===== src/rtl/pkcs1v15_pkg.sv =====
// shared constants, types and prefix table for the pkcs1 v1.5 signature padding check
package pkcs1v15_pkg;

	localparam int MAX_MODULUS_BYTES = 512;
	localparam int MAX_DIGEST_BYTES  = 64;
	localparam int HASH_KINDS        = 7;
	localparam int PREFIX_MAX        = 19;

	localparam int POS_W   = 10;
	localparam int LIDX_W  = $clog2(MAX_DIGEST_BYTES) + 1;
	localparam int DADDR_W = $clog2(MAX_DIGEST_BYTES);
	localparam int HASH_W  = 3;
	localparam int STAT_W  = 3;
	localparam int PADDR_W = 3;
	localparam int PDATA_W = 32;

	localparam logic [POS_W-1:0]  MOD_MAX   = POS_W'(MAX_MODULUS_BYTES);
	localparam logic [POS_W-1:0]  POS_SAT   = '1;
	localparam logic [LIDX_W-1:0] LIDX_FULL = LIDX_W'(MAX_DIGEST_BYTES);

	localparam logic [POS_W-1:0] MOD_RESET  = 10'd256;
	localparam logic [HASH_W-1:0] HASH_RESET = 3'd1;

	// register index, taken from paddr bit 2
	localparam logic REG_MODULUS = 1'b0;
	localparam logic REG_HASH    = 1'b1;

	localparam logic ACT_LOAD = 1'b0;
	localparam logic ACT_MSG  = 1'b1;

	localparam logic [7:0] BYTE_BT  = 8'h01;
	localparam logic [7:0] BYTE_PAD = 8'hff;
	localparam logic [7:0] BYTE_SEP = 8'h00;

	typedef enum logic [STAT_W-1:0] {
		ST_VALID           = 3'd0,
		ST_BAD_MSG         = 3'd1,
		ST_DIGEST_MISMATCH = 3'd2,
		ST_HASH_UNSUP      = 3'd3,
		ST_WRONG_LEN       = 3'd4
	} status_t;

	// digest store access issued by the front stage
	typedef struct packed {
		logic               we;
		logic [DADDR_W-1:0] waddr;
		logic [7:0]         wdata;
		logic               re;
		logic [DADDR_W-1:0] raddr;
	} ram_req_t;

	// message byte handed from the front stage to the compare stage
	typedef struct packed {
		logic [7:0] data_byte;
		logic       last;
		logic       dig_chk;
		logic       fmt_err;
		status_t    pre_status;
	} s1_t;

	localparam logic [7:0] PREFIX_ROM [0:HASH_KINDS-1][0:PREFIX_MAX-1] = '{
		'{8'h30, 8'h20, 8'h30, 8'h0c, 8'h06, 8'h08, 8'h2a, 8'h86, 8'h48, 8'h86,
		  8'hf7, 8'h0d, 8'h02, 8'h05, 8'h05, 8'h00, 8'h04, 8'h10, 8'h00},
		'{8'h30, 8'h21, 8'h30, 8'h09, 8'h06, 8'h05, 8'h2b, 8'h0e, 8'h03, 8'h02,
		  8'h1a, 8'h05, 8'h00, 8'h04, 8'h14, 8'h00, 8'h00, 8'h00, 8'h00},
		'{8'h30, 8'h21, 8'h30, 8'h09, 8'h06, 8'h05, 8'h2b, 8'h24, 8'h03, 8'h02,
		  8'h01, 8'h05, 8'h00, 8'h04, 8'h14, 8'h00, 8'h00, 8'h00, 8'h00},
		'{8'h30, 8'h2d, 8'h30, 8'h0d, 8'h06, 8'h09, 8'h60, 8'h86, 8'h48, 8'h01,
		  8'h65, 8'h03, 8'h04, 8'h02, 8'h04, 8'h05, 8'h00, 8'h04, 8'h1c},
		'{8'h30, 8'h31, 8'h30, 8'h0d, 8'h06, 8'h09, 8'h60, 8'h86, 8'h48, 8'h01,
		  8'h65, 8'h03, 8'h04, 8'h02, 8'h01, 8'h05, 8'h00, 8'h04, 8'h20},
		'{8'h30, 8'h41, 8'h30, 8'h0d, 8'h06, 8'h09, 8'h60, 8'h86, 8'h48, 8'h01,
		  8'h65, 8'h03, 8'h04, 8'h02, 8'h02, 8'h05, 8'h00, 8'h04, 8'h30},
		'{8'h30, 8'h51, 8'h30, 8'h0d, 8'h06, 8'h09, 8'h60, 8'h86, 8'h48, 8'h01,
		  8'h65, 8'h03, 8'h04, 8'h02, 8'h03, 8'h05, 8'h00, 8'h04, 8'h40}
	};

	function automatic logic [4:0] prefix_len(input logic [HASH_W-1:0] h);
		case (h)
			3'd0:            prefix_len = 5'd18;
			3'd1, 3'd2:      prefix_len = 5'd15;
			3'd3, 3'd4, 3'd5,
			3'd6:            prefix_len = 5'd19;
			default:         prefix_len = 5'd0;
		endcase
	endfunction

	function automatic logic [6:0] digest_len(input logic [HASH_W-1:0] h);
		case (h)
			3'd0:       digest_len = 7'd16;
			3'd1, 3'd2: digest_len = 7'd20;
			3'd3:       digest_len = 7'd28;
			3'd4:       digest_len = 7'd32;
			3'd5:       digest_len = 7'd48;
			3'd6:       digest_len = 7'd64;
			default:    digest_len = 7'd0;
		endcase
	endfunction

	function automatic logic [7:0] prefix_byte(input logic [HASH_W-1:0] h,
		input logic [4:0] i);
		logic [7:0] v;
		v = 8'h00;
		if (32'(h) < HASH_KINDS && 32'(i) < PREFIX_MAX) begin
			v = PREFIX_ROM[h][i];
		end
		return v;
	endfunction

endpackage


===== src/rtl/pkcs1v15_in_if.sv =====
// input channel: digest load and message bytes
interface pkcs1v15_in_if;
	import pkcs1v15_pkg::*;

	logic       valid;
	logic       ready;
	logic       action;
	logic [7:0] data_byte;
	logic       last;

	modport source (output valid, output action, output data_byte, output last,
		input ready);
	modport sink (input valid, input action, input data_byte, input last,
		output ready);
endinterface


===== src/rtl/pkcs1v15_out_if.sv =====
// output channel: one status per checked message
interface pkcs1v15_out_if;
	import pkcs1v15_pkg::*;

	logic              valid;
	logic              ready;
	logic [STAT_W-1:0] status;

	modport source (output valid, output status, input ready);
	modport sink (input valid, input status, output ready);
endinterface


===== src/rtl/pkcs1v15_dstore.sv =====
// expected digest memory, one write and one registered read port
module pkcs1v15_dstore (
	input  logic                  clk,
	input  pkcs1v15_pkg::ram_req_t req,
	output logic [7:0]            rdata
);
	import pkcs1v15_pkg::*;

	logic [7:0] mem [MAX_DIGEST_BYTES];

	always_ff @(posedge clk) begin
		if (req.we) begin
			mem[req.waddr] <= req.wdata;
		end
		if (req.re) begin
			rdata <= mem[req.raddr];
		end
	end
endmodule


===== src/rtl/pkcs1v15_front.sv =====
// front stage: byte position, layout decode, digest loading and store read issue
module pkcs1v15_front (
	input  logic                               clk,
	input  logic                               arst_n,
	pkcs1v15_in_if.sink                        in_ch,
	input  logic [pkcs1v15_pkg::POS_W-1:0]     modulus_bytes,
	input  logic [pkcs1v15_pkg::HASH_W-1:0]    hash_select,
	input  logic                               s1_go,
	output logic                               s1_valid,
	output pkcs1v15_pkg::s1_t                  s1,
	output pkcs1v15_pkg::ram_req_t             ram
);
	import pkcs1v15_pkg::*;

	logic [POS_W-1:0]  pos_q;
	logic [LIDX_W-1:0] lidx_q;

	logic              acc_load, acc_msg;
	logic [4:0]        alen;
	logic [6:0]        dlen, info;
	logic [7:0]        need;
	logic              hash_ok, layout_ok;
	logic [POS_W-1:0]  t_off, t_sep, d_start, p_idx, d_idx, count;
	logic              fmt_err, dig_chk;
	status_t           pre_status;

	assign in_ch.ready = s1_go;
	assign acc_load = in_ch.valid && s1_go && in_ch.action == ACT_LOAD;
	assign acc_msg  = in_ch.valid && s1_go && in_ch.action == ACT_MSG;

	always_comb begin
		alen      = prefix_len(hash_select);
		dlen      = digest_len(hash_select);
		info      = 7'(alen) + dlen;
		need      = 8'(info) + 8'd11;
		hash_ok   = 32'(hash_select) < HASH_KINDS && 32'(dlen) <= MAX_DIGEST_BYTES;
		layout_ok = hash_ok && modulus_bytes <= MOD_MAX && modulus_bytes >= 10'(need);
		t_off     = modulus_bytes - 10'(info);
		t_sep     = t_off - 10'd1;
		d_start   = modulus_bytes - 10'(dlen);
		p_idx     = pos_q - t_off;
		d_idx     = pos_q - d_start;
		count     = (pos_q == POS_SAT) ? POS_SAT : pos_q + 10'd1;

		fmt_err = 1'b0;
		dig_chk = 1'b0;
		if (layout_ok && pos_q < modulus_bytes && pos_q != '0) begin
			if (pos_q == 10'd1) begin
				fmt_err = in_ch.data_byte != BYTE_BT;
			end else if (pos_q < t_sep) begin
				fmt_err = in_ch.data_byte != BYTE_PAD;
			end else if (pos_q == t_sep) begin
				fmt_err = in_ch.data_byte != BYTE_SEP;
			end else if (pos_q < d_start) begin
				fmt_err = in_ch.data_byte != prefix_byte(hash_select, p_idx[4:0]);
			end else begin
				dig_chk = 1'b1;
			end
		end

		// everything decided by registers and length alone, final bytes settle the rest
		if (!hash_ok) begin
			pre_status = ST_HASH_UNSUP;
		end else if (count != modulus_bytes || modulus_bytes > MOD_MAX) begin
			pre_status = ST_WRONG_LEN;
		end else if (modulus_bytes < 10'(need)) begin
			pre_status = ST_BAD_MSG;
		end else begin
			pre_status = ST_VALID;
		end

		ram.we    = acc_load && lidx_q < LIDX_FULL;
		ram.waddr = lidx_q[DADDR_W-1:0];
		ram.wdata = in_ch.data_byte;
		ram.re    = acc_msg;
		ram.raddr = d_idx[DADDR_W-1:0];
	end

	always_ff @(posedge clk or negedge arst_n) begin
		if (!arst_n) begin
			pos_q    <= '0;
			lidx_q   <= '0;
			s1_valid <= 1'b0;
		end else begin
			if (acc_msg) begin
				pos_q <= in_ch.last ? '0 : count;
			end
			if (acc_load) begin
				if (in_ch.last) begin
					lidx_q <= '0;
				end else if (lidx_q < LIDX_FULL) begin
					lidx_q <= lidx_q + LIDX_W'(1);
				end
			end
			if (s1_go) begin
				s1_valid <= acc_msg;
			end
		end
	end

	always_ff @(posedge clk) begin
		if (acc_msg) begin
			s1.data_byte  <= in_ch.data_byte;
			s1.last       <= in_ch.last;
			s1.dig_chk    <= dig_chk;
			s1.fmt_err    <= fmt_err;
			s1.pre_status <= pre_status;
		end
	end
endmodule


===== src/rtl/pkcs1v15_back.sv =====
// compare stage: digest compare, error flags and status output register
module pkcs1v15_back (
	input  logic              clk,
	input  logic              arst_n,
	input  logic              s1_valid,
	input  pkcs1v15_pkg::s1_t s1,
	input  logic [7:0]        rdata,
	output logic              s1_go,
	pkcs1v15_out_if.source    out_ch
);
	import pkcs1v15_pkg::*;

	logic    fmt_q, dig_q, out_valid_q;
	status_t status_q;
	logic    fire, fmt_now, dig_now;
	status_t status_now;

	// a final byte waits only when the status register is still occupied
	assign s1_go = !s1_valid || !s1.last || !out_valid_q || out_ch.ready;
	assign fire  = s1_valid && s1_go;

	always_comb begin
		fmt_now = fmt_q | s1.fmt_err;
		dig_now = dig_q | (s1.dig_chk && rdata != s1.data_byte);
		if (s1.pre_status != ST_VALID) begin
			status_now = s1.pre_status;
		end else if (fmt_now) begin
			status_now = ST_BAD_MSG;
		end else if (dig_now) begin
			status_now = ST_DIGEST_MISMATCH;
		end else begin
			status_now = ST_VALID;
		end
	end

	always_ff @(posedge clk or negedge arst_n) begin
		if (!arst_n) begin
			fmt_q       <= 1'b0;
			dig_q       <= 1'b0;
			out_valid_q <= 1'b0;
		end else begin
			if (fire) begin
				fmt_q <= s1.last ? 1'b0 : fmt_now;
				dig_q <= s1.last ? 1'b0 : dig_now;
			end
			if (fire && s1.last) begin
				out_valid_q <= 1'b1;
			end else if (out_ch.ready) begin
				out_valid_q <= 1'b0;
			end
		end
	end

	always_ff @(posedge clk) begin
		if (fire && s1.last) begin
			status_q <= status_now;
		end
	end

	assign out_ch.valid  = out_valid_q;
	assign out_ch.status = status_q;
endmodule


===== src/rtl/pkcs1_v15_signature_padding_check.sv =====
// top level of the pkcs1 v1.5 signature padding check
// usage:
//  - write modulus_bytes (addr 0) and hash_select (addr 4) over the apb port while idle
//  - send the expected digest on in_ch with action 0, last on its final byte
//  - then send the k bytes of the decoded block with action 1, last on the final byte
//  - one status per block leaves on out_ch: 0 valid, 1 bad message, 2 digest
//    mismatch, 3 hash unsupported, 4 wrong length
// timing:
//  - one transaction per cycle is taken on in_ch while in_ch ready is high, loads and message bytes alike
//  - the final message byte and the digest memory read it issues are registered
//    when the byte is accepted; the compare result is then registered in the
//    output register, which waits while that register is still occupied
// reset:
//  - clears byte position, load index, error flags and output valid
//  - registers return to k = 256 and sha1; the digest memory is not cleared
// stall:
//  - while out_ch is stalled the block keeps taking bytes; only a final byte
//    that meets a still occupied status register holds in_ch ready low
module pkcs1_v15_signature_padding_check (
	input  logic                               clk,
	input  logic                               arst_n,
	input  logic                               psel,
	input  logic                               penable,
	input  logic                               pwrite,
	input  logic [pkcs1v15_pkg::PADDR_W-1:0]   paddr,
	input  logic [pkcs1v15_pkg::PDATA_W-1:0]   pwdata,
	output logic [pkcs1v15_pkg::PDATA_W-1:0]   prdata,
	output logic                               pready,
	pkcs1v15_in_if.sink                        in_ch,
	pkcs1v15_out_if.source                     out_ch
);
	import pkcs1v15_pkg::*;

	logic [POS_W-1:0]  modulus_q;
	logic [HASH_W-1:0] hash_q;
	logic              s1_go, s1_valid;
	s1_t               s1;
	ram_req_t          ram;
	logic [7:0]        rdata;

	assign pready = 1'b1;

	always_ff @(posedge clk or negedge arst_n) begin
		if (!arst_n) begin
			modulus_q <= MOD_RESET;
			hash_q    <= HASH_RESET;
		end else if (psel && penable && pwrite) begin
			case (paddr[2])
				REG_MODULUS: modulus_q <= pwdata[POS_W-1:0];
				REG_HASH:    hash_q    <= pwdata[HASH_W-1:0];
				default:     ;
			endcase
		end
	end

	always_comb begin
		case (paddr[2])
			REG_MODULUS: prdata = PDATA_W'(modulus_q);
			REG_HASH:    prdata = PDATA_W'(hash_q);
			default:     prdata = '0;
		endcase
	end

	pkcs1v15_front u_front (
		.clk           (clk),
		.arst_n        (arst_n),
		.in_ch         (in_ch),
		.modulus_bytes (modulus_q),
		.hash_select   (hash_q),
		.s1_go         (s1_go),
		.s1_valid      (s1_valid),
		.s1            (s1),
		.ram           (ram)
	);

	pkcs1v15_dstore u_dstore (
		.clk   (clk),
		.req   (ram),
		.rdata (rdata)
	);

	pkcs1v15_back u_back (
		.clk      (clk),
		.arst_n   (arst_n),
		.s1_valid (s1_valid),
		.s1       (s1),
		.rdata    (rdata),
		.s1_go    (s1_go),
		.out_ch   (out_ch)
	);
endmodule


===== src/flat_wrapper.sv =====
// flat-port wrapper written by rule: the top's interface ports become plain ports
module pkcs1_v15_signature_padding_check_flat import pkcs1v15_pkg::*;
  (clk, arst_n, psel, penable, pwrite, paddr, pwdata, prdata, pready, in_ch_valid, in_ch_action, in_ch_data_byte, in_ch_last, in_ch_ready, out_ch_valid, out_ch_status, out_ch_ready);
  pkcs1v15_in_if in_ch_i ();
  pkcs1v15_out_if out_ch_i ();
  input  logic clk;
  input  logic arst_n;
  input  logic psel;
  input  logic penable;
  input  logic pwrite;
  input  logic [pkcs1v15_pkg::PADDR_W-1:0] paddr;
  input  logic [pkcs1v15_pkg::PDATA_W-1:0] pwdata;
  output logic [pkcs1v15_pkg::PDATA_W-1:0] prdata;
  output logic pready;
  input wire logic [$bits(in_ch_i.valid)-1:0] in_ch_valid;
  input wire logic [$bits(in_ch_i.action)-1:0] in_ch_action;
  input wire logic [$bits(in_ch_i.data_byte)-1:0] in_ch_data_byte;
  input wire logic [$bits(in_ch_i.last)-1:0] in_ch_last;
  output wire logic [$bits(in_ch_i.ready)-1:0] in_ch_ready;
  output wire logic [$bits(out_ch_i.valid)-1:0] out_ch_valid;
  output wire logic [$bits(out_ch_i.status)-1:0] out_ch_status;
  input wire logic [$bits(out_ch_i.ready)-1:0] out_ch_ready;
  assign in_ch_i.valid = in_ch_valid;
  assign in_ch_i.action = in_ch_action;
  assign in_ch_i.data_byte = in_ch_data_byte;
  assign in_ch_i.last = in_ch_last;
  assign in_ch_ready = in_ch_i.ready;
  assign out_ch_valid = out_ch_i.valid;
  assign out_ch_status = out_ch_i.status;
  assign out_ch_i.ready = out_ch_ready;
  pkcs1_v15_signature_padding_check u_core (.clk(clk), .arst_n(arst_n), .psel(psel), .penable(penable), .pwrite(pwrite), .paddr(paddr), .pwdata(pwdata), .prdata(prdata), .pready(pready), .in_ch(in_ch_i), .out_ch(out_ch_i));
endmodule

===== config.mk =====
export PLATFORM = sky130hd
export DESIGN_NAME = pkcs1_v15_signature_padding_check_flat
export DESIGN_NICKNAME = d
export VERILOG_FILES = /design/src/rtl/pkcs1v15_pkg.sv /design/src/rtl/pkcs1v15_in_if.sv /design/src/rtl/pkcs1v15_out_if.sv /design/src/rtl/pkcs1v15_dstore.sv /design/src/rtl/pkcs1v15_front.sv /design/src/rtl/pkcs1v15_back.sv /design/src/rtl/pkcs1_v15_signature_padding_check.sv /design/src/flat_wrapper.sv
export SDC_FILE = /design/constraint.sdc
export NUM_CORES = 1
export LEC_CHECK = 0
export BUFFER_PORTS_ARGS = -buffer_cell sky130_fd_sc_hd__buf_2
export CORE_MARGIN = 2
export CORE_UTILIZATION = 62
export DETAILED_ROUTE_END_ITERATION = 6
export GPL_TIMING_DRIVEN = 0
export HOLD_SLACK_MARGIN = 0.12
export PLACE_DENSITY = 0.79
export RECOVER_POWER = 50
export SLEW_MARGIN = 10
export SYNTH_ARGS = -nofsm -noshare
export SYNTH_HDL_FRONTEND = slang
export SYNTH_SLANG_ARGS = --single-unit

===== constraint.sdc =====
create_clock -name clk -period 7.5 [get_ports clk]
set_clock_uncertainty 0.1 [all_clocks]
set_input_delay 0.75 -clock clk [delete_from_list [all_inputs] [get_ports clk]]
set_output_delay 0.75 -clock clk [all_outputs]
set_load 0.02 [all_outputs]

# After elaboration in Yosys (flattened, before gate mapping)
# Memories as Yosys holds them, arrays and structs flattened. A register that Yosys moved wholly into a read port is not among the register bits.
# Cells that the tools add are included.
[classes] addsub=9 n_lt_le_gt_ge=13 eq_ne=14 mux=34 n_bitwise=7 reduce_logical=34
[op_table] operator="2-to-1 mux 152 bit" count=2
[op_table] operator="2-to-1 mux 8 bit" count=8
[op_table] operator="one-hot mux 32 bit (2 select lines)" count=1
[op_table] operator="one-hot mux 7 bit (6 select lines)" count=1
[op_table] operator="binary-select mux 8 bit (select 5 bit)" count=1
[op_table] operator="less-than comparator 10 bit" count=3
[op_table] operator="2-to-1 mux 10 bit" count=2
[op_table] operator="subtractor 10 x 7 -> 10 bit" count=2
[op_table] operator="inequality test 8 bit" count=2
[op_table] operator="logical AND 1 bit" count=15
[op_table] operator="one-hot mux 5 bit (3 select lines)" count=1
[op_table] operator="2-to-1 mux 7 bit" count=2
[op_table] operator="2-to-1 mux 1 bit" count=12
[op_table] operator="adder 10 x 1 -> 10 bit (second input constant)" count=1
[op_table] operator="equality test 10 x 1 -> 1 bit (second input constant)" count=1
[op_table] operator="equality test 10 bit" count=1
[op_table] operator="equality test 10 bit (second input constant)" count=1
[op_table] operator=">= comparator 10 x 8 -> 1 bit" count=1
[op_table] operator="> comparator 10 bit (second input constant)" count=1
[op_table] operator="less-or-equal comparator 10 bit (second input constant)" count=1
[op_table] operator="less-than comparator 10 x 8 -> 1 bit" count=1
[op_table] operator="inequality test 10 bit" count=1
[op_table] operator="nonzero test 10 bit" count=1
[op_table] operator="subtractor 10 x 1 -> 10 bit (second input constant)" count=1
[op_table] operator="31 further kinds" count=48
[totals] ff_bits=51 mem_bits_rw=512 romBits=1216 in_bits=52 output_inout_bits=38 word_cells=127 memories=2
[mem_list] name="(no name shown)" words=8 word_bits=152 rd=1 rd_clocked_by_memory_dff=0 wr=0 line="pkcs1v15_pkg.sv:105" source="v = PREFIX_ROM[h][i];"
[mem_list] name="u_core.u_dstore.mem" words=64 word_bits=8 rd=1 rd_clocked_by_memory_dff=1 wr=1 line="pkcs1v15_dstore.sv:9" source="logic [7:0] mem [MAX_DIGEST_BYTES];"

# Longest topological paths before layout
[logic_depth] ltp_word=21 mapped_depth=28 mapped_depth_nobuf=27

# Modules after synthesis
# A second synthesis with hierarchy kept.
[unflattened] hier_cells=1671 area_unflattened_um2=26342.8
[modules_own_cells] module="pkcs1v15_dstore" n_inst=1 cells_each=940 area_per_inst_um2=20246.9 seq_area_each_um2=15615.0
[modules_own_cells] module="pkcs1v15_front" n_inst=1 cells_each=631 area_per_inst_um2=4931.0 seq_area_each_um2=870.8
[modules_own_cells] module="pkcs1_v15_signature_padding_check" n_inst=1 cells_each=65 area_per_inst_um2=815.8 seq_area_each_um2=327.8
[modules_own_cells] module="pkcs1v15_back" n_inst=1 cells_each=35 area_per_inst_um2=349.1 seq_area_each_um2=165.2

# Worst setup path after synthesis
# Ideal clock, no wire load.
[synth_path] path_kind="register to register" startpoint="register u_core.hash_q[0]" endpoint="register u_core.u_front.s1[3] (netlist name)" setup_ns=0.267 arrival_ns=5.889 required_ns=7.133 slack_ns=1.244 path_stages_with_launch=29 n_path_buf=1 synth_period_minus_slack_ns=6.256 cell_sequence="dfstp_2 inv_1 ha_1 buf_4 nor2_1 o21ai_0 nor3_1 inv_1 ha_1 xnor2_1 inv_1 ha_1 o21ai_1 a21oi_1 or2_1 maj3_2 xor2_1 or4b_4 o21ai_2 xnor2_1 ha_1 nand4_1 nor3_1 a221oi_1 nand2_1 nand4b_1 a221o_1 nor4_1 a31oi_1"
[synth_via] elab_chain_cells=21 elab_cells_between_ends=49 cone_classes="add/sub (6); order compare (6); eq/ne (8); mux (17); bitwise (2); reduce/logical (9); memory (1)"
[synth_rtl] element="from (decl)" line="pkcs1_v15_signature_padding_check.sv:35" source="logic [HASH_W-1:0] hash_q;"
[synth_rtl] element="from (signal assigned)" line="pkcs1_v15_signature_padding_check.sv:50" source="REG_HASH: hash_q <= pwdata[HASH_W-1:0];"
[synth_rtl] element="equality test 3 bit, or another cell as far along" line="pkcs1v15_pkg.sv:79, pkcs1v15_pkg.sv:89"
[synth_rtl] element="OR reduction 4 bit / OR reduction 2 bit (equally long branches)" line="pkcs1v15_pkg.sv:79, pkcs1v15_pkg.sv:89"
[synth_rtl] element="one-hot mux 5 bit (3 select lines) / one-hot mux 7 bit (6 select lines) (equally long branches)" line="pkcs1v15_pkg.sv:79, pkcs1v15_pkg.sv:89"
[synth_rtl] element="adder 5 x 7 -> 7 bit" line="pkcs1v15_front.sv:34" source="info = 7'(alen) + dlen;"
[synth_rtl] element="subtractor 10 x 7 -> 10 bit" line="pkcs1v15_front.sv:38" source="t_off = modulus_bytes - 10'(info);"
[synth_rtl] element="subtractor 5 bit" line="pkcs1v15_front.sv:41" source="p_idx = pos_q - t_off;"
[synth_rtl] element="NOT 5 -> 6 bit (implied by the code)" line="pkcs1v15_pkg.sv:105"
[synth_rtl] element="binary-select mux 8 bit (select 5 bit)" line="pkcs1v15_pkg.sv:105"
[synth_rtl] element="[... 5 more ...]"
[synth_rtl] element="2-to-1 mux 8 bit" line="pkcs1v15_front.sv:50" source="end else if (pos_q < t_sep) begin"
[synth_rtl] element="2-to-1 mux 8 bit" line="pkcs1v15_front.sv:48" source="if (pos_q == 10'd1) begin"
[synth_rtl] element="2-to-1 mux 8 bit" line="pkcs1v15_front.sv:47" source="if (layout_ok && pos_q < modulus_bytes && pos_q != '0) begin"
[synth_rtl] element="inequality test 8 bit" line="pkcs1v15_front.sv:55" source="fmt_err = in_ch.data_byte != prefix_byte(hash_select, p_idx[4:0]);"
[synth_rtl] element="2-to-1 mux 1 bit" line="pkcs1v15_front.sv:54" source="end else if (pos_q < d_start) begin"
[synth_rtl] element="2-to-1 mux 1 bit" line="pkcs1v15_front.sv:52" source="end else if (pos_q == t_sep) begin"
[synth_rtl] element="2-to-1 mux 1 bit" line="pkcs1v15_front.sv:50"
[synth_rtl] element="2-to-1 mux 1 bit" line="pkcs1v15_front.sv:48"
# Parallel ways exist; a longest one is shown, timed or not. The select of a mux whose other input is x is not followed.
# A chain may end at the register's enable or synchronous reset.

# Worst setup path after layout
[layout_path] startpoint="register u_core.hash_q[0]" endpoint="register u_core.u_front.s1[3] (netlist name)"
[layout_via] elab_chain_cells=21 elab_cells_between_ends=49 cone_classes="add/sub (6); order compare (6); eq/ne (8); mux (17); bitwise (2); reduce/logical (9); memory (1)"
[layout_rtl] element="equality test 3 bit, or another cell as far along" line="pkcs1v15_pkg.sv:79, pkcs1v15_pkg.sv:89"
[layout_rtl] element="OR reduction 4 bit / OR reduction 2 bit (equally long branches)" line="pkcs1v15_pkg.sv:79, pkcs1v15_pkg.sv:89"
[layout_rtl] element="one-hot mux 5 bit (3 select lines) / one-hot mux 7 bit (6 select lines) (equally long branches)" line="pkcs1v15_pkg.sv:79, pkcs1v15_pkg.sv:89"
[layout_rtl] element="adder 5 x 7 -> 7 bit" line="pkcs1v15_front.sv:34"
[layout_rtl] element="subtractor 10 x 7 -> 10 bit" line="pkcs1v15_front.sv:38"
[layout_rtl] element="subtractor 5 bit" line="pkcs1v15_front.sv:41"
[layout_rtl] element="NOT 5 -> 6 bit (implied by the code)" line="pkcs1v15_pkg.sv:105"
[layout_rtl] element="binary-select mux 8 bit (select 5 bit)" line="pkcs1v15_pkg.sv:105"
[layout_rtl] element="[... 5 more ...]"
[layout_rtl] element="2-to-1 mux 8 bit" line="pkcs1v15_front.sv:50"
[layout_rtl] element="2-to-1 mux 8 bit" line="pkcs1v15_front.sv:48"
[layout_rtl] element="2-to-1 mux 8 bit" line="pkcs1v15_front.sv:47"
[layout_rtl] element="inequality test 8 bit" line="pkcs1v15_front.sv:55"
[layout_rtl] element="2-to-1 mux 1 bit" line="pkcs1v15_front.sv:54"
[layout_rtl] element="2-to-1 mux 1 bit" line="pkcs1v15_front.sv:52"
[layout_rtl] element="2-to-1 mux 1 bit" line="pkcs1v15_front.sv:50"
[layout_rtl] element="2-to-1 mux 1 bit" line="pkcs1v15_front.sv:48"
# Parallel ways exist; a longest one is shown, timed or not. The select of a mux whose other input is x is not followed.

==> impl_metrics.csv <==
group,metric,value,unit
outcome,status,"finished, violations left",
outcome,violations,"max-capacitance violations, max-slew violations",
clock_network,cts_resized,0,
final_layout,fillers,2603,
setup_path,critical_path.max_stage_delay,0.63,ns
floorplanning,die_w,209,um
setup_path,worstPathRequired,7.73,ns
synth,yosys.area.top_type_share,0.622,
drt,routed.top_layer,"met5",
grt,groute.usage.overall,0.288,
clock_network,cts_max_path_buffers,3,
power,switching_share,0.360,
drt,met1Wirelength,23900,um
drt,drt_iter0_markers,1808,
setup_path,end_kind,"flop",
synth,avgSynthCellArea,16.9,um^2
synth,synthFlopType,"edfxtp_1",
power,switching_power,4.13,mW
clock_network,numCtsBuffers,55,
power,power_frac_comb,0.451,
floorplanning,chipHeight,209,um
final_layout,postLayoutCellArea,28500,um^2
clock_network,cts_setup_buffers,0,
drt,wl_per_cell,27.5,um
floorplanning,row_count,74,
synth,synth_warnings,0,
synth,synth_area_leaders,"edfxtp_1 62%, mux4_2 15%, ha_1 3.1%, dfrtp_1 3.1%, nor2_1 1.8%",
drt,dr_wl_met2,29900,um
drt,vias,14877,
final_layout,instances_no_fill,2225,
final_layout,nets,1773,
setup_path,cp.arrival,7.17,ns
power,pwr-share-seq,0.321,
final_layout,areaGrowthSynthToFinish,10.0,%
sta,relSlewSlack,-1.29,
synth,ys_seq_area_frac,0.655,
setup_path,critPathMaxFanout,9,
sta,period_share,0.925,
synth,synth-async-reset-ratio,0.0595,
grt,grt_max_degree,72,
power,p_per_area,401,nW/um^2
place,io_buffers,42,
floorplanning,die_area,43500,um^2
sta,rsz0062_at_grt,"false",
power,p_clk_frac,0.228,
clock_network,clk_pin_slew,0.07,ns
drt,drt_first_pass_iters,5,
sta,fmax,144,MHz
synth,synth.largest_area_cell,"edfxtp_1",
grt,grt-ovfl-total,0,
drt,routed_wl,61100,um
synth,syn_area,25900,um^2
sta,period_minus_slack,6.94,ns
power,internal-power,7.33,mW
worst_hold_path,holdPathStages,2,
drt,antenna_left,0,
synth,netlist_instances,1533,
grt,grt_pass1_wl,92400,um
grt,first_global_vias,14640,
clock_network,clk_latency,0.61,ns
sta,tightest_slew,3.43,ns
final_layout,layout-drive-gt1-share,0.217,
clock_network,cts_tree,"built",
clock_network,cts-htree-levels,2,
sta,timing_hold_violations_final,0,
clock_network,clockRootBuffer,"clkbuf_16",
power,ir_drop,0.245,mV
floorplanning,start_util,0.631,
place,dp.cells,2128,
setup_path,crit_path_start_kind,"flop",
place,dpl_cell_area,26900,um^2
place,place_hpwl,38100,um
flow_run,drv_cap,9,
place,place_congestion,0.889,
clock_network,tritoncts_num_sinks,571,
clock_network,cts_hold_buf,0,
grt,antenna_found_initial,2,
synth,synth_seq_cells,571,
setup_path,reg2reg_depth,28,
sta,setup_viol,0,
setup_path,cp_slowest_cell,"dfstp_2",
drt,met3WireLength,5540,um
setup_path,critical_path_class,"flop to flop",
sta,tns,0,ns
drt,drc,0,
drt,avgViaCountPerCell,6.69,
final_layout,insertedDiodeCount,0,
power,p_leak,9.69,nW
setup_path,cp_common_cell,"ha_1",
synth,synth_edf_count,537,
synth,ys_types,84,
floorplanning,io-pin-count,90,
sta,drv_slew,600,
floorplanning,coreArea,41100,um^2
worst_hold_path,worstHoldPathType,"primary input to flop",
final cells by class:
cell class,count,area (um^2),area share
multi-input combinational,844,8400,0.294
inverter,42,158,0.00552
clock inverter,25,200,0.00701
timing repair buffer,42,196,0.00688
sequential,571,17000,0.595
clock buffer,73,1440,0.0506
tap,532,666,0.0233
buffer,96,502,0.0176
cell families (layout without fill, tap and decap cells):
| group | Yosys count | count (layout) | share of synthesized area |
|---|---|---|---|
| AO/OA/AOI/OAI | 176 | 176 | 0.0458 |
| multiplexers | 192 | 192 | 0.156 |
| other | 2 | 23 | 0.000290 |
| XOR/XNOR | 65 | 65 | 0.0225 |
| flip-flops | 571 | 571 | 0.655 |
| adder cells (fa/ha/maj) | 70 | 70 | 0.0349 |
| buffers and inverters | 139 | 278 | 0.0256 |
| AND/OR/NAND/NOR | 318 | 318 | 0.0604 |
per-stage QoR:
stage | power [mW] | setup WS (ns) | utilization | hold WS (ns)
2_1_floorplan | 7.42 | 1.24 | - | 0.354
3_3_place_gp | 8.68 | 0.0879 | 0.654 | 0.376
3_5_place_dp | 8.79 | 0.0738 | 0.654 | 0.397
4_1_cts | 11.4 | 0.0326 | 0.694 | 0.157
5_1_grt | 11.9 | 0.0479 | 0.694 | 0.261
6_report | 11.5 | 0.560 | 0.694 | 0.239
layout by cell type, fill, tap and decap left out, types with 6 or more instances in the layout:
cell	instances
edfxtp_1	537
mux4_2	168
nor2_1	120
clkbuf_1	68
ha_1	65
nand2_1	58
clkbuf_16	55
buf_2	54
xnor2_1	47
a21oi_1	45
inv_1	41
dfrtp_1	32
buf_4	28
o21ai_0	28
a21o_1	23
conb_1	23
nor3_1	22
nand4_1	18
mux2_2	17
xor2_1	15
nand3_1	14
clkinv_1	12
nor2b_1	12
nand2b_1	10
nor4_1	9
a31oi_1	8
and3_1	7
mux2i_1	7
clkinv_2	7
a211oi_1	6
o31ai_1	6
synthesized netlist by cell type, types with 14 or more instances:
library cell	number
edfxtp_1	537
mux4_2	168
nor2_1	121
ha_1	65
nand2_1	58
xnor2_1	48
a21oi_1	45
inv_1	41
clkbuf_1	40
dfrtp_1	32
o21ai_0	29
buf_4	28
a21o_1	23
buf_2	23
nor3_1	23
nand4_1	18
mux2_2	17
xor2_1	15
nand3_1	14
state kept, by name, summed over array words and instances (netlist names), 3 cells and up:
register and count:
u_core.u_front.s1 14, u_core.modulus_q 10, u_core.u_front.pos_q 10, u_core.u_front.lidx_q 7, u_core.u_dstore.mem 512, u_core.u_back.out_ch.status 3, u_core.u_dstore.rdata 8, u_core.hash_q 3
routing by layer:
metal / global-route usage / up-vias
met5: 0 / -
met2: 0.465 / 868
met1: 0.412 / 7576
met4: 0.0931 / 2
met3: 0.0435 / 126
li1: - / 6305
worst max-delay path: cells and delay by family, from the launching register on:
kind | cells | cell delay, ns
AOI/OAI and AO/OA | 7 | 1.33
xor gates and xnor gates | 3 | 0.50
adders and majority gates | 5 | 1.50
buffers and inverters | 4 | 0.46
DFF | 1 | 0.63
and+or+nand+nor | 9 | 2.11
power by group through the flow:
stage	Combinational, mW	Sequential (mW)	Clock, mW
floorplan	3.70	3.71	0
global placement	4.95	3.73	0
detailed placement	5.05	3.74	0
CTS	5.12	3.67	2.64
global route	5.51	3.68	2.73
finish	5.17	3.68	2.61
path summary, 6_finish.rpt:
path | startpoint | end | slack, ns
min | out_ch_ready | u_core.u_back.out_ch.valid$_DFFE_PN0P_ | 0.24
max | u_core.hash_q[0]$_DFFE_PN1P_ | u_core.u_front.s1[3]$_SDFFCE_PP0P_ | 0.56
min in group asynchronous | arst_n | u_core.u_back.out_ch.valid$_DFFE_PN0P_ | 0.63
max reg2reg | u_core.hash_q[0]$_DFFE_PN1P_ | u_core.u_front.s1[3]$_SDFFCE_PP0P_ | 0.56
min reg2reg | u_core.u_back.dig_q$_DFFE_PN0P_ | u_core.u_back.dig_q$_DFFE_PN0P_ | 0.41
max in group asynchronous | arst_n | u_core.modulus_q[3]$_DFFE_PN0P_ | 5.48
(Power assumes the default switching activity.)
